**src/spe_pkg.sv**
```systemverilog
// Package for the stack pattern eraser: operation codes, register indexes,
// field widths and the command and status bundles between controller and datapath.
// No dependencies.
package spe_pkg;

  localparam int unsigned CfgIdxW   = 2;
  localparam int unsigned CfgDataW  = 64;
  localparam int unsigned LenW      = 5;
  localparam int unsigned SymW      = 8;
  localparam int unsigned ReadIdxW  = 10;
  localparam int unsigned DepthW    = 11;
  localparam int unsigned PatW      = 128;

  localparam logic [CfgIdxW-1:0] REG_PATTERN_LOW    = 2'd0;
  localparam logic [CfgIdxW-1:0] REG_PATTERN_HIGH   = 2'd1;
  localparam logic [CfgIdxW-1:0] REG_PATTERN_LENGTH = 2'd2;

  typedef enum logic [1:0] {
    OP_PUSH  = 2'd0,
    OP_READ  = 2'd1,
    OP_CLEAR = 2'd2,
    OP_NOP   = 2'd3
  } op_e;

  // Commands from the controller to the datapath.
  typedef struct packed {
    logic load_in;      // latch the request fields
    logic push_wr;      // write the symbol on top and raise the count
    logic set_ovf;      // push dropped on a full stack
    logic clear;        // empty the stack and clear the overflow flag
    logic read_issue;   // read the entry at the requested index
    logic read_take;    // capture the read data for the result
    logic check_init;   // set up a scan of the top entries
    logic scan_issue;   // read the next entry of the scan window
    logic finish;       // pop the window if every byte matched
    logic out_load;     // present the result
  } cmd_t;

  // Status from the datapath to the controller.
  typedef struct packed {
    op_e  op;
    logic full;
    logic short_stack;
    logic scan_last;
  } status_t;

endpackage

```
**src/spe_ctrl.sv**
```systemverilog
// Controller state machine of the stack pattern eraser.
// Sequences each request through the datapath; depends on spe_pkg.
module spe_ctrl (
  input  logic            clk_i,
  input  logic            rst_ni,
  input  logic            start_i,
  output logic            busy_o,
  input  spe_pkg::status_t stat_i,
  output spe_pkg::cmd_t    cmd_o
);
  import spe_pkg::*;

  typedef enum logic [7:0] {
    S_IDLE   = 8'b0000_0001,
    S_EXEC   = 8'b0000_0010,
    S_RDWAIT = 8'b0000_0100,
    S_CHECK  = 8'b0000_1000,
    S_SCAN   = 8'b0001_0000,
    S_DRAIN  = 8'b0010_0000,
    S_FINISH = 8'b0100_0000,
    S_DONE   = 8'b1000_0000
  } state_e;

  state_e state_q, state_d;
  logic   accept;

  assign busy_o = (state_q != S_IDLE);
  assign accept = start_i && !busy_o;

  always_comb begin
    state_d = state_q;
    cmd_o   = '0;
    case (state_q)
      S_IDLE: begin
        if (accept) begin
          cmd_o.load_in = 1'b1;
          state_d       = S_EXEC;
        end
      end
      S_EXEC: begin
        case (stat_i.op)
          OP_PUSH: begin
            if (stat_i.full) begin
              cmd_o.set_ovf = 1'b1;
              state_d       = S_DONE;
            end else begin
              cmd_o.push_wr = 1'b1;
              state_d       = S_CHECK;
            end
          end
          OP_READ: begin
            cmd_o.read_issue = 1'b1;
            state_d          = S_RDWAIT;
          end
          OP_CLEAR: begin
            cmd_o.clear = 1'b1;
            state_d     = S_DONE;
          end
          default: state_d = S_DONE;
        endcase
      end
      S_RDWAIT: begin
        cmd_o.read_take = 1'b1;
        state_d         = S_DONE;
      end
      S_CHECK: begin
        if (stat_i.short_stack) begin
          state_d = S_DONE;
        end else begin
          cmd_o.check_init = 1'b1;
          state_d          = S_SCAN;
        end
      end
      S_SCAN: begin
        cmd_o.scan_issue = 1'b1;
        if (stat_i.scan_last) begin
          state_d = S_DRAIN;
        end
      end
      // The last byte of the window is compared in this cycle.
      S_DRAIN: state_d = S_FINISH;
      S_FINISH: begin
        cmd_o.finish = 1'b1;
        state_d      = S_DONE;
      end
      S_DONE: begin
        cmd_o.out_load = 1'b1;
        state_d        = S_IDLE;
      end
      default: state_d = S_IDLE;
    endcase
  end

  always_ff @(posedge clk_i or negedge rst_ni) begin
    if (!rst_ni) begin
      state_q <= S_IDLE;
    end else begin
      state_q <= state_d;
    end
  end

  a_accept_exec: assert property (@(posedge clk_i) disable iff (!rst_ni)
    accept |=> state_q == S_EXEC)
    else $error("accepted request did not enter execution");

  a_done_idle: assert property (@(posedge clk_i) disable iff (!rst_ni)
    state_q == S_DONE |=> state_q == S_IDLE)
    else $error("controller did not return to idle after the result");

  a_drain_after_scan: assert property (@(posedge clk_i) disable iff (!rst_ni)
    state_q == S_DRAIN |-> $past(state_q) == S_SCAN)
    else $error("drain entered without a scan");

endmodule

```
**config.mk**
```make
export PLATFORM = sky130hd
export DESIGN_NAME = spe_ctrl
export DESIGN_NICKNAME = d
export VERILOG_FILES = /design/src/spe_pkg.sv /design/src/spe_ctrl.sv
export SDC_FILE = /design/constraint.sdc
export NUM_CORES = 1
export LEC_CHECK = 0
export BUFFER_PORTS_ARGS = -buffer_cell sky130_fd_sc_hd__buf_2
export CAP_MARGIN = 40
export CORE_AREA = 2 2 39 41
export CTS_CLUSTER_SIZE = 28
export DETAILED_ROUTE_END_ITERATION = 12
export DIE_AREA = 0 0 41 43
export MAX_ROUTING_LAYER = met4
export PLACE_DENSITY = 0.77
export SLEW_MARGIN = 20
export SYNTH_ARGS = -nofsm -noshare
export SYNTH_HDL_FRONTEND = slang
export SYNTH_SLANG_ARGS = --single-unit
export TNS_END_PERCENT = 30
```
**constraint.sdc**
```tcl
create_clock -name clk_i -period 1.65 [get_ports clk_i]
set_input_delay 0.0825 -clock clk_i [delete_from_list [all_inputs] [get_ports clk_i]]
set_output_delay 0.0825 -clock clk_i [all_outputs]
set_load 0.02 [all_outputs]
```
**Yosys cells after proc, flatten, opt, wreduce, memory -nomap -nowiden**

Index checks and enable logic that the tools add are counted.

- Equal/unequal tests: 13
- Reduce and logical (&&, ||, !) cells: 5
- Muxes and demuxes: 20

Operators by type and width:

| operator | count |
|---|---|
| 8-bit case mux with 6 select lines | 1 |
| 8-bit two-way mux | 4 |
| 8-bit case mux with 2 select lines | 1 |
| 1-bit two-way mux | 12 |
| 8-bit by 1-bit equality test with 1-bit output, second input constant | 1 |
| 8-bit by 2-bit equality test with 1-bit output, second input constant | 1 |
| 8-bit by 3-bit equality test with 1-bit output, second input constant | 1 |
| 8-bit by 4-bit equality test with 1-bit output, second input constant | 1 |
| 8-bit by 5-bit equality test with 1-bit output, second input constant | 1 |
| 8-bit by 6-bit equality test with 1-bit output, second input constant | 1 |
| 8-bit by 7-bit equality test with 1-bit output, second input constant | 1 |
| 8-bit equality test, second input constant | 1 |
| 8-bit by 1-bit != test with 1-bit output, second input constant | 1 |
| 4-bit two-way mux | 1 |
| 2-bit != test, second input constant | 2 |
| 2-bit by 1-bit equality test with 1-bit output, second input constant | 1 |
| 2-bit equality test, second input constant | 1 |
| 2-bit zero test | 1 |
| 2-bit two-way mux | 1 |
| 2-bit AND reduction | 1 |
| 2-bit OR reduction | 1 |
| 1-bit logical AND | 1 |
| 1-bit zero test | 1 |

- Register bits: 8
- Output and inout bits: 11
- Bits of input ports: 8
- Word-level logic and storage cells: 39

**Logic depth before layout (Yosys ltp)**

- Depth in word-level cells: 5
- Depth in mapped cells: 5
- Depth with buffers taken out: 4

**Worst setup path before layout**

OpenSTA, ideal clock, no wires.

- Path kind: register to output
- Start: register state_q[3]
- End: output port cmd_o[8] (netlist name)
- Data arrival time: 1.518 ns
- Stages on the path, launching flop included: 4
- Slack: 0.050 ns
- Path buffers: 0
- Data required time: 1.567 ns
- Path through: dfrtp_1 nor3_4 nand4b_4 nor4_1

RTL lines:

| what | RTL line | source |
|---|---|---|
| start: declaration | spe_ctrl.sv:24 | `state_e state_q, state_d;` |
| start signal: assignment | spe_ctrl.sv:98 | `state_q <= state_d;` |
| end: declaration | spe_ctrl.sv:9 | `output spe_pkg::cmd_t cmd_o` |

==> flow_summary.json <==
{
  "port_buffers": 18,
  "clk_transition_reported_paths_ns": 0.06,
  "io_pins": 19,
  "fmax_ghz": 0.609,
  "comb_power_share_pct": 45.4,
  "yosys.area.top_type_share_pct": 31.4,
  "antenna_cells": 0,
  "cts_tree": "built",
  "drcViolationCount": 0,
  "vias_per_cell": 5.16,
  "root_buffer": "clkbuf_4",
  "startpoint_type": "flop",
  "drive_gt1_share_pct": 47.6,
  "track_usage_pct": 16.6,
  "numCtsBuffers": 3,
  "num_vias": 506,
  "dieArea_sq_um": 1760,
  "slew_viol_final": 0,
  "syn_avg_cell_area_sq_um": 9.96,
  "fin_tns_setup_ns": 0,
  "cp.required_ns": 1.57,
  "fillCellCount": 125,
  "dp_hpwl_um": 919,
  "syn-instance-count": 56,
  "slew_headroom_pct": 80.5,
  "die_h_um": 43,
  "ys_seq_area_share_pct": 36.1,
  "top_register": "state_q",
  "worst-path-max-fanout": 7,
  "critical-path-top-delay-family": "simple AND/OR/NAND/NOR gates",
  "cts.path.max_buffers": 2,
  "die_w_um": 41,
  "grt_max_degree": 9,
  "antenna_found_initial": 0,
  "finClkSkew_ns": 0.00493,
  "ys_top_cells_by_area": "dfrtp_1, nor3_4, dfstp_2",
  "drtPass1Iterations": 4,
  "slowest_delay_ns": 0.43,
  "grt_first_pass_wirelength_um": 1880,
  "fin_crit_sh_pct": 99.5,
  "peakVddDrop_v": 0.000458,
  "pwr_density_cell_nw_per_um2": 1130,
  "critPathSlowestCell": "dfrtp_1",
  "fin_nets": 91,
  "design.core.area_sq_um": 1380,
  "cts.htree.levels": 1,
  "final_area_sq_um": 737,
  "drt-total-wl_um": 1150,
  "status": "completed",
  "clkLatencyLatePin_ns": 0.25,
  "largest_reg_flops": 8,
  "mappedNetlistArea_sq_um": 558,
  "power_frac_seq_pct": 35.8,
  "wl_per_cell_um": 11.7,
  "tightestPinTransition_ns": 0.290,
  "switchingPower_mw": 0.312,
  "end_kind": "output pin",
  "grt_overflow": 0,
  "hold_path_class": "primary input to flop",
  "setup_viol_count_final": 0,
  "ys_ff_latch": 8,
  "critical_path_buf_inv_count": 1,
  "maxCapViolCount": 0,
  "gp_congestion": 0.809,
  "ys_warn_count": 0,
  "start_util_pct": 40.3,
  "switching_share_pct": 37.4,
  "pre_cts_slack_ns": 0.166,
  "ys_types": 28,
  "clkSinkCount": 8,
  "syn_nets": 64,
  "worstPathCellList": "nor3_4, nand4b_4, nor4b_2, buf_2",
  "drtAntennaViolNets": 0,
  "rows": 14,
  "final.setup.worst_slack_ns": 0.00842,
  "fin_crit_ns": 1.64,
  "clkPwrFrac_pct": 18.7,
  "grt_pass1_vias": 497,
  "crit_arrival_ns": 1.56,
  "power_leakage_nw": 0.359,
  "drtIter0Drc": 8,
  "yosys.area.top_type": "dfrtp_1",
  "crit_type": "flop to output pin",
  "place_area_sq_um": 664,
  "rsz0062_at_grt": "yes",
  "area_delta_synth_final_pct": 32.1,
  "p_int_mw": 0.521,
  "hold_viol": 0,
  "largest_registers": "state_q: 8 flops"
}
worst paths after layout:
path / startpoint / to / slack, ns / cells past startpoint
worst min register to register: state_q[5] / state_q[6] / 0.71 / 1
worst max register to register: state_q[7] / state_q[3] / 0.34 / 4
min in group asynchronous: rst_ni / state_q[4] / 0.20 / 2
worst max-delay path: state_q[7] / cmd_o[7] / 0.008 / 4
max in group asynchronous: rst_ni / state_q[0] / 1.21 / 2
worst min-delay path: stat_i[0] / state_q[4] / 0.02 / 2
power groups by stage:
| stage | registers [mW] | clock network (mW) | logic (mW) |
|---|---|---|---|
| after floorplan | 0.289 | 0 | 0.253 |
| after global placement | 0.302 | 0 | 0.335 |
| after detailed placement | 0.301 | 0 | 0.333 |
| after CTS | 0.298 | 0.167 | 0.348 |
| after global routing | 0.306 | 0.177 | 0.419 |
| final | 0.299 | 0.156 | 0.379 |
what timing repair did:
item / CTS / global route
hold endpoints to repair: 8 / 0
resized for setup: 2 / 5
setup buffers: 2 / 1
setup endpoints to repair: 5 / 7
hold buffers: 1 / 0
pin swaps: 4 / 2
stage by stage:
step | cells | utilization [%] | hold WS [ns] | total power, mW
after floorplan | 56 | - | -0.213 | 0.543
after global placement | 90 | 48.0 | -0.0728 | 0.637
after detailed placement | 90 | 48.0 | -0.0681 | 0.634
after CTS | 97 | 51.9 | 0.0115 | 0.813
after global routing | 98 | 53.3 | 0.00245 | 0.902
final | 98 | 53.3 | 0.0211 | 0.833
cell families (layout without fill, tap and decap cells):
group | Yosys count | count (layout) | share of synthesized area, %
AOI/OAI and AO/OA | 9 | 9 | 12.3
xor gates and xnor gates | 3 | 3 | 4.71
buffers and inverters | 7 | 33 | 6.05
DFF | 8 | 8 | 36.1
and+or+nand+nor | 29 | 29 | 40.8
synth_stat cells (all sizes together):
cell type	instances
a21oi	1
a32o	1
and2	3
and4	1
and4b	2
buf	1
dfrtp	7
dfstp	1
inv	6
nand2	3
nand2b	1
nand4b	3
nor2	5
nor3	6
nor3b	1
nor4	3
nor4b	1
o2111ai	2
o21ai	2
o22ai	1
o32a	1
o32ai	1
xnor2	1
xor2	2
cells in the final DEF, fill, tap and decap left out, types with 2 or more instances in the layout:
master / count
buf_2: 17
inv_1: 6
nor2_1: 5
nor3_1: 4
buf_4: 4
dfrtp_1: 4
nand2_1: 3
clkbuf_4: 3
dfrtp_2: 3
nor3_4: 2
and4b_2: 2
nand4b_1: 2
nor4_1: 2
and2_1: 2
xor2_1: 2
o21ai_0: 2
o2111ai_1: 2
per-layer routing:
layer / track usage (%) / share of wire [%]
met2: 25.9 / 55
met5: - / 0
met4: 14.0 / 1.9
met3: 0 / 2.8
met1: 18.5 / 40
layout make-up:
cell class	count	area [sq um]	share of cell area (%)
Clock buffer	4	26.3	3.57
Inverter	6	22.5	3.06
Multi-Input combinational cell	41	327	44.3
Sequential cell	8	205	27.8
Tap cell	16	20.0	2.72
Timing Repair Buffer	23	136	18.5
Power figures use the tool's default switching activity.
